[src/rtl/wsu_pkg.sv]
// Package for the WebSocket frame unmasker.
// Holds parse phase and status codes and the result beat type.
// No dependencies.
`default_nettype none

package wsu_pkg;

  localparam int unsigned ByteW   = 8;
  localparam int unsigned StatusW = 3;
  localparam int unsigned LenW    = 64;
  localparam int unsigned KeyW    = 32;
  localparam int unsigned CountW  = 4;
  localparam int unsigned IdxW    = 2;

  localparam logic [7:0] FinBit   = 8'h80;
  localparam logic [6:0] Len7Mask = 7'h7F;
  localparam logic [6:0] Len16    = 7'd126;
  localparam logic [6:0] Len64    = 7'd127;

  localparam logic [CountW-1:0] Need16  = 4'd2;
  localparam logic [CountW-1:0] Need64  = 4'd8;
  localparam logic [CountW-1:0] NeedKey = 4'd4;

  typedef enum logic [6:0] {
    PH_HDR0    = 7'b0000001,
    PH_HDR1    = 7'b0000010,
    PH_EXT16   = 7'b0000100,
    PH_EXT64   = 7'b0001000,
    PH_MASK    = 7'b0010000,
    PH_PAYLOAD = 7'b0100000,
    PH_SKIP    = 7'b1000000
  } phase_e;

  typedef enum logic [StatusW-1:0] {
    ST_OK        = 3'd0,
    ST_NOT_FINAL = 3'd1,
    ST_UNMASKED  = 3'd2,
    ST_TRUNCATED = 3'd3,
    ST_EMPTY     = 3'd4
  } status_e;

  typedef struct packed {
    logic [ByteW-1:0] payload_byte;
    logic             last_of_frame;
    status_e          status;
  } res_t;

endpackage

`default_nettype wire

[src/rtl/wsu_out_buf.sv]
// Two-entry output buffer (output register plus skid register).
// Uses res_t from wsu_pkg.
`default_nettype none

module wsu_out_buf
  import wsu_pkg::*;
(
  input  wire logic clk_i,
  input  wire logic rst_ni,
  input  wire logic push_i,
  input  wire res_t push_data_i,
  output logic      ready_o,
  output logic      valid_o,
  input  wire logic take_i,
  output res_t      data_o
);

  logic out_valid_q, skid_valid_q;
  res_t out_data_q, skid_data_q;
  logic out_free;

  assign out_free = !out_valid_q || take_i;
  assign ready_o  = !skid_valid_q;
  assign valid_o  = out_valid_q;
  assign data_o   = out_data_q;

  always_ff @(posedge clk_i or negedge rst_ni) begin
    if (!rst_ni) begin
      out_valid_q  <= 1'b0;
      skid_valid_q <= 1'b0;
    end else if (out_free) begin
      if (skid_valid_q) begin
        out_valid_q  <= 1'b1;
        skid_valid_q <= 1'b0;
      end else begin
        out_valid_q <= push_i;
      end
    end else if (push_i) begin
      skid_valid_q <= 1'b1;
    end
  end

  always_ff @(posedge clk_i) begin
    if (out_free) begin
      out_data_q <= skid_valid_q ? skid_data_q : push_data_i;
    end else if (push_i) begin
      skid_data_q <= push_data_i;
    end
  end

endmodule

`default_nettype wire

[src/rtl/websocket_frame_unmask.sv]
// Top level: WebSocket client frame header parser and payload unmasker.
// Depends on wsu_pkg and wsu_out_buf.
//
// channel   dir  tdata             tlast           tuser
// s_axis    in   in_byte[7:0]      buffer_end      -
// m_axis    out  payload_byte[7:0] last_of_frame   status[2:0]
//
// One input beat per cycle while s_axis_tready is high; each beat updates the
// parse state when it is accepted and its result, if any, is registered in the output buffer.
// The 64-bit remaining-length decrement and zero test set the path length.
// Reset returns the parser to the first header byte; no clearing pass.
// A two-entry output buffer holds a result pushed while m_axis stalls;
// s_axis_tready drops only while both entries hold results.
`default_nettype none

module websocket_frame_unmask
  import wsu_pkg::*;
(
  input  wire logic       clk_i,
  input  wire logic       rst_ni,
  input  wire logic       s_axis_tvalid,
  output logic            s_axis_tready,
  input  wire logic [7:0] s_axis_tdata,   // in_byte[7:0]
  input  wire logic       s_axis_tlast,
  output logic            m_axis_tvalid,
  input  wire logic       m_axis_tready,
  output logic [7:0]      m_axis_tdata,   // payload_byte[7:0]
  output logic            m_axis_tlast,
  output logic [2:0]      m_axis_tuser    // status[2:0]
);

  phase_e            phase_q, phase_d;
  logic [CountW-1:0] hc_q, hc_d, hc_inc;
  logic [LenW-1:0]   rem_q, rem_d;
  logic [KeyW-1:0]   key_q, key_d;
  logic [IdxW-1:0]   idx_q, idx_d;

  logic       accept, b_end, err, res_valid;
  logic [7:0] b, m;
  logic [6:0] len7;
  status_e    err_code;
  res_t       res, out_res;

  assign accept = s_axis_tvalid && s_axis_tready;
  assign b      = s_axis_tdata;
  assign b_end  = s_axis_tlast;
  assign len7   = b[6:0] & Len7Mask;
  assign hc_inc = hc_q + 4'd1;

  always_comb begin
    case (idx_q)
      2'd0:    m = key_q[31:24];
      2'd1:    m = key_q[23:16];
      2'd2:    m = key_q[15:8];
      default: m = key_q[7:0];
    endcase
  end

  always_comb begin
    phase_d   = phase_q;
    hc_d      = hc_q;
    rem_d     = rem_q;
    key_d     = key_q;
    idx_d     = idx_q;
    err       = 1'b0;
    err_code  = ST_TRUNCATED;
    res_valid = 1'b0;
    res       = '{payload_byte: 8'h00, last_of_frame: 1'b0, status: ST_OK};
    case (phase_q)
      PH_HDR0: begin
        hc_d = '0;
        if (b_end) begin
          err = 1'b1;
        end else if ((b & FinBit) != FinBit) begin
          err      = 1'b1;
          err_code = ST_NOT_FINAL;
        end else begin
          phase_d = PH_HDR1;
        end
      end
      PH_HDR1: begin
        if ((b & FinBit) != FinBit) begin
          err      = 1'b1;
          err_code = ST_UNMASKED;
        end else if (b_end) begin
          err = 1'b1;
        end else begin
          hc_d  = '0;
          rem_d = '0;
          key_d = '0;
          if (len7 == Len16) begin
            phase_d = PH_EXT16;
          end else if (len7 == Len64) begin
            phase_d = PH_EXT64;
          end else begin
            rem_d   = {{(LenW-7){1'b0}}, len7};
            phase_d = PH_MASK;
          end
        end
      end
      PH_EXT16, PH_EXT64: begin
        if (b_end) begin
          err = 1'b1;
        end else begin
          rem_d = {rem_q[LenW-9:0], b};
          hc_d  = hc_inc;
          if (hc_inc >= ((phase_q == PH_EXT16) ? Need16 : Need64)) begin
            hc_d    = '0;
            phase_d = PH_MASK;
          end
        end
      end
      PH_MASK: begin
        key_d = {key_q[KeyW-9:0], b};
        if (hc_inc < NeedKey) begin
          hc_d = hc_inc;
          err  = b_end;
        end else begin
          hc_d  = '0;
          idx_d = '0;
          if (rem_q == '0) begin
            err      = 1'b1;
            err_code = ST_EMPTY;
          end else if (b_end) begin
            err = 1'b1;
          end else begin
            phase_d = PH_PAYLOAD;
          end
        end
      end
      PH_PAYLOAD: begin
        rem_d = rem_q - {{(LenW-1){1'b0}}, 1'b1};
        idx_d = idx_q + 2'd1;
        if (rem_q == {{(LenW-1){1'b0}}, 1'b1}) begin
          res_valid = 1'b1;
          res       = '{payload_byte: b ^ m, last_of_frame: 1'b1, status: ST_OK};
          phase_d   = b_end ? PH_HDR0 : PH_SKIP;
        end else if (b_end) begin
          err = 1'b1;
        end else begin
          res_valid = 1'b1;
          res       = '{payload_byte: b ^ m, last_of_frame: 1'b0, status: ST_OK};
        end
      end
      default: begin
        if (b_end) begin
          phase_d = PH_HDR0;
        end
      end
    endcase
    if (err) begin
      res_valid = 1'b1;
      res       = '{payload_byte: 8'h00, last_of_frame: 1'b1, status: err_code};
      phase_d   = b_end ? PH_HDR0 : PH_SKIP;
      hc_d      = '0;
    end
  end

  always_ff @(posedge clk_i or negedge rst_ni) begin
    if (!rst_ni) begin
      phase_q <= PH_HDR0;
      hc_q    <= '0;
      rem_q   <= '0;
      key_q   <= '0;
      idx_q   <= '0;
    end else if (accept) begin
      phase_q <= phase_d;
      hc_q    <= hc_d;
      rem_q   <= rem_d;
      key_q   <= key_d;
      idx_q   <= idx_d;
    end
  end

  wsu_out_buf u_out_buf (
    .clk_i       (clk_i),
    .rst_ni      (rst_ni),
    .push_i      (accept && res_valid),
    .push_data_i (res),
    .ready_o     (s_axis_tready),
    .valid_o     (m_axis_tvalid),
    .take_i      (m_axis_tready),
    .data_o      (out_res)
  );

  assign m_axis_tdata = out_res.payload_byte;
  assign m_axis_tlast = out_res.last_of_frame;
  assign m_axis_tuser = out_res.status;

endmodule

`default_nettype wire
[config.mk]
export PLATFORM = sky130hd
export DESIGN_NAME = websocket_frame_unmask
export DESIGN_NICKNAME = d
export VERILOG_FILES = /design/src/rtl/wsu_pkg.sv /design/src/rtl/wsu_out_buf.sv /design/src/rtl/websocket_frame_unmask.sv
export SDC_FILE = /design/constraint.sdc
export NUM_CORES = 1
export LEC_CHECK = 0
export ABC_AREA = 1
export BUFFER_PORTS_ARGS = -buffer_cell sky130_fd_sc_hd__buf_4
export CAP_MARGIN = 20
export CORE_UTILIZATION = 45
export CTS_CLUSTER_DIAMETER = 100
export DETAILED_ROUTE_END_ITERATION = 10
export PLACE_DENSITY = 0.72
export SYNTH_ARGS = -nofsm -noshare
export SYNTH_HDL_FRONTEND = slang
export SYNTH_SLANG_ARGS = --single-unit
[constraint.sdc]
create_clock -name clk_i -period 2.64 [get_ports clk_i]
set_clock_uncertainty 0.15 [all_clocks]
set_input_delay 0.132 -clock clk_i [delete_from_list [all_inputs] [get_ports clk_i]]
set_output_delay 0.132 -clock clk_i [all_outputs]
set_load 0.005 [all_outputs]
# Word-level counts from Yosys, hierarchy flattened

Index checks and enable logic that the tools add are counted.

$lt $le $gt $ge: 2
Multiplexer cells: 62
$add $sub $neg: 3
Bitwise gates (word level): 2
Reductions and logical operators: 20
Eq/ne operators: 25

Operators by type and width:

| cell                  | number |
|---|---|
| $mux 64               | 3 |
| $pmux 64 s3           | 1 |
| $mux 7                | 15 |
| $eq 64x1->1 const B   | 1 |
| $logic_not 64->1      | 1 |
| $mux 32               | 2 |
| $pmux 32 s2           | 1 |
| $sub 64x1->64 const B | 1 |
| $mux 12               | 5 |
| $pmux 7 s5            | 1 |
| $ne 3x3->1 const B    | 10 |
| $mux 4                | 7 |
| $pmux 8 s3            | 1 |
| $pmux 4 s4            | 1 |
| $mux 1                | 15 |
| $eq 7x7->1 const B    | 2 |
| $reduce_and 12->1     | 1 |
| $mux 5                | 2 |
| $reduce_and 5->1      | 2 |
| $pmux 3 s3            | 1 |
| $ne 2x2->1 const B    | 4 |
| $xor 8x8->8           | 1 |
| $eq 7x1->1 const B    | 1 |
| $eq 7x2->1 const B    | 1 |
| 27 further kinds      | 34 |

Logic and storage cells: 127
Register bits after elaboration: 135

# Logic depth before layout (Yosys ltp)

Gate-level depths: netlist (run 1).

Word-level depth: 8
Gate-level depth with buffers: 17
Mapped depth without buffers: 17

# Cells and area by module

A second synthesis (run 1) with hierarchy kept.

Cells, all modules: 1178
Area, all modules: 8543.2 um2

Modules (own cells, without submodules):

| module                 | seq. area each (um2) | area each (um2) | cells each | instances |
|---|---|---|---|---|
| websocket_frame_unmask | 2728.9               | 7588.5          | 1106       | 1 |
| wsu_out_buf            | 770.7                | 954.7           | 72         | 1 |

# Worst setup path before layout (run 1)

OpenSTA, ideal clock, no wires.

Kind: reg-to-reg
Start point: register rem_q[0]
End point: register u_out_buf.skid_data_q[0] (netlist bit), enable pin
Cell stages (with the launch flop): 15
Path buffers: 0
Period minus slack after synthesis: 2.294 ns
Data required time: 2.146 ns
Arrival: 1.800 ns
Setup slack: 0.346 ns
Cells stage by stage: dfrtp_1 inv_1 ha_1 nand2_1 nor2_1 nand2_2 nor2_2 nand3_2 nand2_2 nand2_4 inv_1 nor2_1 nand2_1 nand3_1 inv_1

Word-level cells in the longest chain between the ends: 7

Ends and longest elaborated chain:

| what                                | line                          | text |
|---|---|---|
| start: declaration                  | websocket_frame_unmask.sv:34  | `logic [LenW-1:0] rem_q, rem_d;` |
| start signal: assignment            | websocket_frame_unmask.sv:169 | `rem_q <= rem_d;` |
| $logic_not 64->1                    | websocket_frame_unmask.sv:121 | `if (rem_q == '0) begin` |
| $mux 1                              | websocket_frame_unmask.sv:121 |  |
| $mux 1                              | websocket_frame_unmask.sv:115 | `if (hc_inc < NeedKey) begin` |
| $pmux 1 s5                          | websocket_frame_unmask.sv:69  | `case (phase_q)` |
| $mux 1 *                            | websocket_frame_unmask.sv:151 | `if (err) begin` |
| $logic_and 1x1->1 *                 | websocket_frame_unmask.sv:178 | `.push_i (accept && res_valid),` |
| $reduce_and 2->1 (no source line) * | -                             |  |
| end signal: assignment              | wsu_out_buf.sv:47             | `skid_data_q <= push_data_i;` |
| end: declaration                    | wsu_out_buf.sv:19             | `res_t out_data_q, skid_data_q;` |

Every way passes the cells marked *; elsewhere a longest branch is shown, timed or not.
A chain may end at the register's enable or synchronous reset.

# Worst setup path in the final report (run 1)

Ends and elaborated chain as after synthesis.

==> metrics.md, run 1 <==
| Metric | Value |
|---|---|
| Status | completed |
| Async SR Flop Fraction | 0.822 |
| Main synth FF type | dfrtp_1 |
| Vias in the first global route | 7779 |
| Core ar. | 18700 um^2 |
| Vias per Instance | 5.54 |
| Final slew viol count | 0 |
| CP Launch Type | register |
| CTS clock-pin slew for the worst setup and hold paths | 70 ps |
| Worst path cell trace | inv_1 > ha_1 > nand2_1 > nor2_1 > nand2_2 > nor2_2 > nand3_2 > nand2_2 > nand2_4 > inv_1 > nor2_2 > nand2_1 > nand3_1 > inv_1 > buf_12 |
| Clk buf depth | 2 |
| Warnings from Yosys | 0 |
| DR WL/cell | 15.9 um |
| Initial core utilization | 0.460 |
| Hold_ws | 12.1 ps |
| WP data arrival | 2420 ps |
| Cells after Synth | 1206 |
| Total Routing Usage GR | 0.258 |
| Routability cong. | 1.02 |
| Seq/Total Area, Yosys | 0.406 |
| Die height | 140 um |
| Root Driver | clkbuf_16 |
| Reg2reg start | rem_q[0] |
| Share of the synthesized area in the top cell type | 0.320 |
| Area Overhead vs Synth | 16.6% |
| CTS tree | yes |
| Net Count, Synth | 1229 |
| Fin nets | 1289 |
| Multi-input logic area | 4350 um^2 |
| Hold EP | phase_q[5] |
| R2r setup slk | 220 ps |
| Final ANT Viol Nets | 0 |
| # setup viols final | 0 |
| Most common cell on crit path | inv_1 |
| Number of flops mapped to enable cells by yosys | 24 |
| Largest stage delay, worst path | 400 ps |
| First-pass GRT wire length | 39800 um |
| VDD IR max | 543 uV |
| H-tree depth | 4 |
| Slowest cell on crit path | dfrtp_1 |
| Synth Cell Area | 8610 um^2 |
| Worst hold path class | primary input to register |
| Worst R2R Path Depth | 15 |
| CP max FO | 12 |
| Yosys reg bits | 135 |
| Grt total ovfl | 0 |
| Commonest cells in the netlist | nand2_1 (277), nor2_1 (158), inv_1 (152) |
| Sink Count | 135 |
| Final hold vios | 0 |
| Worst hold start | s_axis_tlast |
| Reg2reg end | u_out_buf.skid_data_q[0] |
| Total CTS buffers | 17 |
| LEAKAGE | 4.64 nW |
| Initial antenna violation count | 0 |
| Rows | 50 |
| Leading area contributor after synthesis | dfrtp_1 |
| Post-layout minimum cycle time | 2420 ps |
| Largest net degree at the start of global routing | 86 |
| Hold Crit Depth | 5 |
| Buf+Inv Stages, Crit Path | 4 |
| DRT Wirelength | 24000 um |
| Dpl ws | 199 ps |
| Crit. End Element | register |
| First-pass DRT Iterations | 5 |
| Post-DP HPWL | 17200 um |
| Filler cells | 1740 |
| Relative slew margins | 0.483 |
| I/O Buffers | 26 |
| Worst skew pair latency | 440 ps |
| Highest clock rate | 414 MHz |
| Crit share post-route | 0.915 |
| Post-synth cell types | 42 |
| I/O Pins | 27 |
| Max cap viols | 0 |
| Crit path from | rem_q[0] |
| Post-Route Setup TNS | 0 ps |
| Synth area leaders | dfrtp_1 (32%), nand2_1 (12%), edfxtp_1 (8.4%), nor2_1 (6.9%), inv_1 (6.6%) |
| Vias post-DR | 8386 |
| Final worst setup slack | 223 ps |
| Slew @ Worst Pin | 767 ps |
| Die area | 19700 um^2 |
| Layout cells sized above 1 | 0.127 |
| Most frequent cell after synthesis | nand2_1 |
| Critical Path RT | 2640 ps |
| Sequential Area | 3500 um^2 |
| Die width | 140 um |
| Power per cell area | 994 nW/um^2 |
| Number of diodes | 0 |
| Crit path kind | register to register |
| Detailed router's first-iteration violation count | 948 |
| RSZ-0062 raised after global routing | no |
| Syn_area_per_cell | 7.14 um^2 |
| CP delay by family, top | simple AND/OR/NAND/NOR gates |
| Number of remaining DRC errors | 0 |
[stage by stage]
| stage | instance area (um^2) | utilization | power, W | instances |
|---|---|---|---|---|
| after floorplan | 8610 | - | 0.00612 | 1206 |
| after global placement | 9270 | 0.496 | 0.00723 | 1468 |
| after detailed placement | 9270 | 0.496 | 0.00730 | 1468 |
| after CTS | 10000 | 0.535 | 0.00988 | 1511 |
| after global routing | 10000 | 0.537 | 0.0106 | 1513 |
| final | 10000 | 0.537 | 0.00998 | 1513 |
[cells by family (layout without fill, tap and decap cells)]
| logic type | count (synthesis) | count (layout) | synth area share |
|---|---|---|---|
| xor+xnor | 12 | 12 | 0.0122 |
| compound gates | 239 | 239 | 0.160 |
| buf+inv | 197 | 270 | 0.0921 |
| simple gates | 613 | 613 | 0.314 |
| flops | 135 | 135 | 0.406 |
| fa+ha+maj | 10 | 10 | 0.0145 |
[worst max-delay path by stage]
stage	depth (start not counted)	slack, ps	end
final	15	220	u_out_buf.skid_data_q[0]
after global routing	14	5	u_out_buf.skid_data_q[3]
after detailed placement	14	200	u_out_buf.skid_data_q[8]
after global placement	14	240	u_out_buf.skid_data_q[8]
after floorplan	14	350	u_out_buf.skid_data_q[0]
after CTS	14	190	u_out_buf.skid_data_q[6]
[state kept, by name, summed over array words and instances, names as in the netlist]
register and flops:
idx_q 2, key_q 32, rem_q 64, u_out_buf.valid_o 1
phase_q 7, u_out_buf.skid_valid_q 1, u_out_buf.data_o 12, u_out_buf.skid_data_q 12
hc_q 4
[where the power goes]
group / switching, W / leakage, nW / internal [W]
registers: 0.000610 / 1.64 / 0.00288
clock network: 0.00110 / 0.305 / 0.00145
logic: 0.00253 / 2.70 / 0.00141
[worst register-to-register path, stage by stage, from the launching register on]
cell     delay [ps]
dfrtp_1         400
inv_1           190
ha_1            210
nand2_1          60
nor2_1          130
nand2_2          70
nor2_2          140
nand3_2         110
nand2_2          90
nand2_4          70
inv_1            80
nor2_2           40
nand2_1          70
nand3_1          90
inv_1           110
buf_12          140
[cells in the final DEF (no fill, tap or decap), types with 2 or more instances in the layout]
master / count
o21ai_1: 18
nand2_4: 2
nand2_2: 13
o22ai_1: 45
dfrtp_1: 110
xor2_1: 12
ha_1: 10
dlygate4sd3_1: 11
o211ai_1: 2
nand4_1: 14
nor2_2: 21
nand3_2: 3
inv_6: 4
o21ai_0: 63
a21oi_1: 66
inv_8: 4
buf_4: 64
clkbuf_16: 17
nand2_1: 277
inv_2: 6
clkinv_4: 2
nor2_1: 153
nor3_1: 13
a22oi_1: 31
bufinv_16: 2
buf_12: 4
edfxtp_1: 24
o221ai_1: 8
inv_1: 152
nor2_4: 8
nor3_2: 2
clkinv_8: 3
nand3_1: 98
nor4_1: 4
[repair_timing]
item / CTS / global route
endpoints found under the setup margin: 0 / 20
hold buffers: 11 / 0
setup buffers: 0 / 2
hold endpoints to repair: 64 / 0
gates resized for setup: 0 / 6
[layer usage]
metal / vias to the layer above / global-route usage / wire length, um / share of wire
met1: 3917 / 0.355 / 10900 / 0.45
met3: 32 / 0.0561 / 1660 / 0.069
met5: - / 0 / 0 / 0
met4: 0 / 0.0839 / 482 / 0.020
li1: 4128 / - / - / -
met2: 309 / 0.404 / 11000 / 0.46
[final cells by class]
cell class | instances | share of cell area
Multi-Input combinational cell | 874 | 0.433
Tap cell | 234 | 0.0291
Sequential cell | 135 | 0.348
Inverter | 159 | 0.0599
Clock buffer | 17 | 0.0424
Clock inverter | 15 | 0.0204
Timing Repair Buffer | 79 | 0.0668
Note: power is estimated with default switching activity, not from simulation.
==> run 2, diff against run 1 <==
ABC_AREA = unset   (was 1)
CORE_ASPECT_RATIO = 1.4   (was unset)
GPL_TIMING_DRIVEN = 1   (was unset)
==> run 2 against run 1 <==
  * Largest power group unchanged
  * Register-to-register slack lost 560 ps
  * Non-clock buffer count grew 144
  * Clock power shrank 7.8%
  * Design area grew 5.7%
  * Largest cell class unchanged
  * Critical path type unchanged
  * The run now ends with DRC, setup timing left
==> metrics.md, run 2 <==
| Metric | Value |
|---|---|
| Largest net degree at the start of global routing | 52 (-40%) |
| Total CTS buffers | 17 (unchanged) |
| Vias post-DR | 7624 (-9.1%) |
| Worst R2R Path Depth | 9 (-6) |
| CTS clock-pin slew for the worst setup and hold paths | 60 ps (about the same) |
| Critical Path RT | 2640 ps (about the same) |
| DR WL/cell | 19.1 um (+20%) |
| Sink Count | 135 (unchanged) |
| Share of the synthesized area in the top cell type | 0.359 (+0.0395) |
| Syn_area_per_cell | 9.26 um^2 (+30%) |
| Hold_ws | 149 ps (+137 ps) |
| Worst skew pair latency | 430 ps (about the same) |
| Reg2reg start | rem_q[47] |
| Reg2reg end | u_out_buf.skid_data_q[3] |
| Filler cells | 1331 (-24%) |
| Net Count, Synth | 851 (-31%) |
| Commonest non-fill, non-tap cell in the layout | buf_4 |
| Number of diodes | 0 (unchanged) |
| Worst hold path class | primary input to asynchronous set/reset pin |
| CP Launch Type | register |
| Relative slew margins | 0.519 (+0.0353) |
| Number of remaining DRC errors | 7 (+7) |
| Crit. End Element | register |
| Failing checks | DRC, setup timing |
| Biggest regs | rem_q (64), key_q (32) |
| CP max FO | 2 (-10) |
| Final slew viol count | 0 (unchanged) |
| Routability cong. | 0.949 (-7.0%) |
| Slew @ Worst Pin | 722 ps (-44.9 ps) |
| DRT Wirelength | 23600 um (-1.8%) |
| Seq/Total Area, Yosys | 0.457 (+0.0503) |
| Initial antenna violation count | 0 (unchanged) |
| CTS tree | yes |
| Leading area contributor after synthesis | dfrtp_1 |
| Commonest non-fill, non-tap cells in the layout | buf_4 (189), dfrtp_1 (109), o21ai_0 (74) |
| LEAKAGE | 4.55 nW (-2.0%) |
| First-pass GRT wire length | 37300 um (-6.3%) |
| Highest clock rate | 336 MHz (-19%) |
| Largest stage delay, worst path | 530 ps (+130 ps) |
| R2r setup slk | -330 ps (-560 ps) |
| I/O Pins | 27 (unchanged) |
| Main synth FF type | dfrtp_1 |
| VDD IR max | 482 uV (-11%) |
| Rows | 56 (+12%) |
| Layout cells sized above 1 | 0.345 (+0.218) |
| Synth area leaders | dfrtp_1 (36%), edfxtp_1 (9.4%), o21ai_0 (5.6%), a22o_1 (4.2%), a21oi_1 (4.0%) |
| Die height | 156 um (+11%) |
| Initial core utilization | 0.460 (-0.000834) |
| Vias per Instance | 6.18 (+11%) |
| RSZ-0062 raised after global routing | yes |
| WP data arrival | 2970 ps (+550 ps) |
| Register with the most flip-flops | rem_q |
| Crit share post-route | 1.13 (+0.211) |
| Final ANT Viol Nets | 0 (unchanged) |
| Detailed router's first-iteration violation count | 746 (-21%) |
| Max FFs per register | 64 (unchanged) |
| Status | complete, but fails checks |
| Final worst setup slack | -333 ps (-557 ps) |
| Root Driver | clkbuf_16 |
| Post-layout minimum cycle time | 2970 ps (+557 ps) |
| Buf+Inv Stages, Crit Path | 3 (-1) |
| # setup viols final | 58 (+58) |
| Async SR Flop Fraction | 0.822 (unchanged) |
| Max cap viols | 0 (unchanged) |
| Most common cell on crit path | or3_4 |
| Die area | 17600 um^2 (-11%) |
| Number of flops mapped to enable cells by yosys | 24 (unchanged) |
| Post-DP HPWL | 16000 um (-6.6%) |
| Post-synth cell types | 69 (+64%) |
| Worst path cell trace | or3_4 > or3_4 > or2_1 > or4_4 > clkinv_4 > or3_4 > nor3b_4 > buf_6 > buf_4 |
| Clk buf depth | 2 (unchanged) |
| CP delay by family, top | simple AND/OR/NAND/NOR gates |
| I/O Buffers | 26 (unchanged) |
| Area Overhead vs Synth | 38.5% |
| H-tree depth | 4 (unchanged) |
| Design Power | 0.00798 W (-20%) |
| Commonest cells in the netlist | dfrtp_1 (110), o21ai_0 (86), nor2_1 (64) |
| Slowest cell on crit path | or4_4 |
| Vias in the first global route | 7513 (-3.4%) |
| Die width | 112 um (-20%) |
| Yosys reg bits | 135 (unchanged) |
| Cells after Synth | 828 (-31%) |
| Fin nets | 1041 (-19%) |
| Final hold vios | 0 (unchanged) |
| Most frequent cell after synthesis | dfrtp_1 |
| First-pass DRT Iterations | 9 (+4) |
| Crit path kind | register to register |
| Core ar. | 16700 um^2 (-11%) |
| Warnings from Yosys | 0 (unchanged) |
| Total Routing Usage GR | 0.270 (+0.0119) |
| Grt total ovfl | 0 (unchanged) |
| Synth Cell Area | 7660 um^2 (-11%) |
| Power per cell area | 752 nW/um^2 (-24%) |
-- run 2: area by class of cell --
cell class,count,area (um^2),area share
multi-input combinational,618,4360,0.410
tap,203,254,0.0239
sequential,135,3500,0.330
inverter,23,91.3,0.00861
clock buffer,17,425,0.0401
clock inverter,15,163,0.0153
timing repair buffer,223,1820,0.172
-- run 2: cell families (layout without fill, tap and decap cells) --
kind of cell | count (synthesis) | count (layout) | synth area share
compound gates | 319 | 319 | 0.268
xor+xnor | 11 | 11 | 0.0126
fa+ha+maj | 10 | 10 | 0.0163
buf+inv | 75 | 278 | 0.0379
flops | 135 | 135 | 0.457
mux | 12 | 12 | 0.0175
simple gates | 266 | 266 | 0.191
-- run 2: metal layers --
layer	vias to the layer above	GRT usage	routed length, um
met5	-	0	0
met1	3702	0.300	9090
met2	295	0.490	12300
met4	0	0.161	1060
met3	83	0.0380	1090
li1	3544	-	-
-- run 2: where the power goes --
part / leakage (nW) / internal (W) / total [W] / switching (W)
logic: 2.54 / 0.00139 / 0.00288 / 0.00149
registers: 1.72 / 0.00251 / 0.00275 / 0.000237
clock network: 0.287 / 0.00134 / 0.00235 / 0.00102
total: 4.55 / 0.00523 / 0.00798 / 0.00275
-- run 2: worst max path at each step --
stage	to	cells past startpoint	slack, ps	start
2_1_floorplan	u_out_buf.skid_data_q[0]	7	-370	rem_q[56]
3_3_place_gp	u_out_buf.skid_data_q[10]	8	-290	rem_q[56]
3_5_place_dp	u_out_buf.skid_data_q[8]	8	-320	rem_q[56]
4_1_cts	u_out_buf.skid_data_q[6]	9	-340	rem_q[59]
5_1_grt	u_out_buf.skid_data_q[3]	9	-400	rem_q[9]
6_report	u_out_buf.skid_data_q[3]	9	-330	rem_q[47]
-- run 2: per-stage QoR --
stage	cell area [um^2]	setup WS [ps]	cells	TNS (ps)	util
floorplan	7740	-374	828	-4730	-
global placement	9290	-286	1170	-6670	0.557
detailed placement	9290	-324	1170	-8740	0.557
CTS	10200	-336	1222	-9210	0.613
global route	10600	-402	1234	-15040	0.636
finish	10600	-333	1234	-9660	0.636
-- run 2: what timing repair did --
| item | 4_1_cts | 5_1_grt |
|---|---|---|
| hold buffers | 11 | 0 |
| buffers inserted | 8 | 14 |
| resized for setup | 30 | 86 |
| hold endpoints to repair | 70 | 0 |
| cloned | 1 | 0 |
| pin swaps | 19 | 34 |
| endpoints found under the setup margin | 62 | 87 |
-- run 2: worst reg2reg max path, stage by stage (launching register included) --
cell and delay [ps]:
dfrtp_1 380, or3_4 390, or3_4 380, or2_1 230
or4_4 530, clkinv_4 70, or3_4 110, nor3b_4 210
buf_6 140, buf_4 110
==> run 3, diff against run 2 <==
BUFFER_PORTS_ARGS = unset   (was -buffer_cell sky130_fd_sc_hd__buf_4)
DONT_BUFFER_PORTS = 1   (was unset)
PLACE_DENSITY = 0.71   (was 0.72)
==> run 3 against run 2 <==
  * The run ends with DRC, hold timing, setup timing left
  * Design area decreased by 1.5%
  * Sequential share of layout area increased by 0.51 points
  * Count of clock-buffer cells in the layout unchanged
  * Fmax decreased by 1.0%
  * Total power decreased by 2.1%
  * Largest cell class unchanged
==> metrics.md, run 3 (synthesis gave the netlist of run 2 again) <==
| Metric | Value |
|---|---|
| Initial core utilization | 0.460 (unchanged) |
| Die height | 156 um (unchanged) |
| Slowest cell on crit path | or4_4 |
| Number of remaining DRC errors | 2 (-5) |
| First-pass GRT wire length | 37200 um (about the same) |
| Detailed router's first-iteration violation count | 812 (+8.8%) |
| Crit share post-route | 1.14 (+0.0114) |
| Worst hold path class | primary input to asynchronous set/reset pin |
| Final slew viol count | 0 (unchanged) |
| RSZ-0062 raised after global routing | yes |
| Hold_ws | -757 ps (-906 ps) |
| Post-Route Setup TNS | -10160 ps (-493 ps) |
| Vias in the first global route | 7437 (-1.0%) |
| Worst path cell trace | or4_4 > nor4_4 > nand4_1 > or4_4 > clkinv_4 > or3_4 > nor3b_4 > buf_6 > buf_12 |
| Status | complete, but fails checks |
| Power per cell area | 747 nW/um^2 (-0.59%) |
| Final ANT Viol Nets | 0 (unchanged) |
| Worst skew pair latency | 440 ps (about the same) |
| H-tree depth | 4 (unchanged) |
| # setup viols final | 59 (+1.7%) |
| Slew @ Worst Pin | 622 ps (-100 ps) |
| Core ar. | 16700 um^2 (unchanged) |
| Number of diodes | 0 (unchanged) |
| Area Overhead vs Synth | 36.3% |
| Fin nets | 1015 (-2.5%) |
| DR WL/cell | 19.5 um (+2.0%) |
| Buf+Inv Stages, Crit Path | 3 (unchanged) |
| DRT Wirelength | 23500 um (-0.13%) |
| Die area | 17600 um^2 (unchanged) |
| Commonest non-fill, non-tap cells in the layout | buf_4 (160), dfrtp_1 (109), o21ai_0 (69) |
| Layout cells sized above 1 | 0.331 (-0.0140) |
| Highest clock rate | 333 MHz (-1.0%) |
| Max FFs per register | 64 (unchanged) |
| Crit path kind | register to register |
| CTS tree | yes |
| LEAKAGE | 4.42 nW (-2.8%) |
| Total Routing Usage GR | 0.270 (about the same) |
| Post-DP HPWL | 15300 um (-4.3%) |
| DR WL met3 | 1170 um (+6.6%) |
| Reg2reg end | u_out_buf.skid_data_q[7] |
| Fin area | 10500 um^2 (-1.5%) |
| Biggest regs | rem_q (64), key_q (32) |
| Failing checks | DRC, hold timing, setup timing |
| Area after DPL | 9060 um^2 (-2.5%) |
| Relative slew margins | 0.582 (+0.0638) |
| Post-layout minimum cycle time | 3000 ps (+30.0 ps) |
| CP Launch Type | register |
| Largest stage delay, worst path | 560 ps (+30 ps) |
| Total CTS buffers | 17 (unchanged) |
| Commonest non-fill, non-tap cell in the layout | buf_4 |
| Reg2reg start | rem_q[56] |
| Routed length on met1 | 9230 um (+1.5%) |
| CTS Hold Buffers Added | 11 (unchanged) |
| Clk buf depth | 2 (unchanged) |
| Met2 routed WL | 11900 um (-3.2%) |
| R2r setup slk | -360 ps (-30 ps) |
| First-pass DRT Iterations | 11 (+2) |
| Sink Count | 135 (unchanged) |
| Dpl ws | -362 ps (-37.4 ps) |
| Grt total ovfl | 0 (unchanged) |
| Crit. End Element | register |
| Worst R2R Path Depth | 9 (unchanged) |
| Vias per Instance | 6.32 (+2.3%) |
| Critical Path RT | 2650 ps (about the same) |
| CP delay by family, top | simple AND/OR/NAND/NOR gates |
| I/O Pins | 27 (unchanged) |
| Routability cong. | 0.929 (-2.1%) |
| VDD IR max | 454 uV (-5.8%) |
| CP max FO | 5 (+3) |
| Highest metal used | met4 |
| Most common cell on crit path | or4_4 |
| CTS clock-pin slew for the worst setup and hold paths | 70 ps (about the same) |
| WP data arrival | 3010 ps (+40 ps) |
| Vias post-DR | 7637 (+0.17%) |
| Rows | 56 (unchanged) |
| Final hold vios | 111 (+111) |
| Max cap viols | 0 (unchanged) |
| Root Driver | clkbuf_16 |
| Initial antenna violation count | 0 (unchanged) |
| Die width | 112 um (unchanged) |
| Largest net degree at the start of global routing | 112 (+120%) |
| Register with the most flip-flops | rem_q |
| I/O Buffers | 0 (-100%) |
| Final worst setup slack | -363 ps (-30.0 ps) |
run 3: cell count changes in the layout (fill, tap and decap cells not counted), moves of 2 or more:
| cell | delta |
|---|---|
| buf_4 | -29 |
| o21ai_0 | -5 |
| buf_6 | +3 |
| nor4_1 | +3 |
| nor4_2 | -3 |
| o21ai_1 | +3 |
| inv_6 | +2 |
| nand2_1 | -2 |
| o21ai_2 | +2 |
run 3: per-stage QoR:
| stage | util | hold WS [ps] | total power, W | cells |
|---|---|---|---|---|
| after global routing | 0.627 | -766 | 0.00815 | 1208 |
| final | 0.627 | -757 | 0.00781 | 1208 |
| after CTS | 0.605 | -772 | 0.00760 | 1194 |
| after floorplan | - | -314 | 0.00397 | 828 |
| after global placement | 0.543 | -308 | 0.00499 | 1139 |
| after detailed placement | 0.543 | -311 | 0.00504 | 1139 |
run 3: final cells by class:
class / count / area (um^2)
multi-input cells: 618 / 4380
clock buffers: 17 / 425
repair buffers: 197 / 1640
fillers: 1282 / 6230
inverters: 23 / 91.3
clock inverters: 15 / 156
flip-flops and latches: 135 / 3500
well taps: 203 / 254
run 3: metal layers:
metal | GRT usage | vias up
li1 | - | 3495
met1 | 0.308 | 3701
met2 | 0.474 | 338
met3 | 0.0457 | 103
met4 | 0.161 | 0
met5 | 0 | -
run 3: repair_timing:
action,in CTS,in global routing
hold endpoints to repair,140,111
pin swaps,17,31
setup buffers,13,16
setup endpoints to repair,63,93
gates resized for setup,57,70
cloned,1,0
run 3: worst register-to-register path: cells and delay by family, from the launching register on:
| kind | cells | cell delay, ps |
|---|---|---|
| simple gates | 6 | 1870 |
| flops | 1 | 380 |
| buf+inv | 3 | 330 |
run 3: worst max-delay path by stage:
stage,start,endpoint,slack (ps),depth (start not counted)
6_report,rem_q[56],u_out_buf.skid_data_q[7],-360,9
5_1_grt,rem_q[56],u_out_buf.skid_data_q[7],-460,9
4_1_cts,rem_q[59],u_out_buf.skid_data_q[3],-360,9
3_5_place_dp,rem_q[56],u_out_buf.skid_data_q[10],-360,8
3_3_place_gp,rem_q[56],u_out_buf.skid_data_q[10],-290,8
2_1_floorplan,rem_q[56],u_out_buf.skid_data_q[0],-370,7
run 3: power by group:
group          internal, W  switching [W]
Clock              0.00133        0.00104
Sequential         0.00251       0.000247
Combinational      0.00126        0.00142
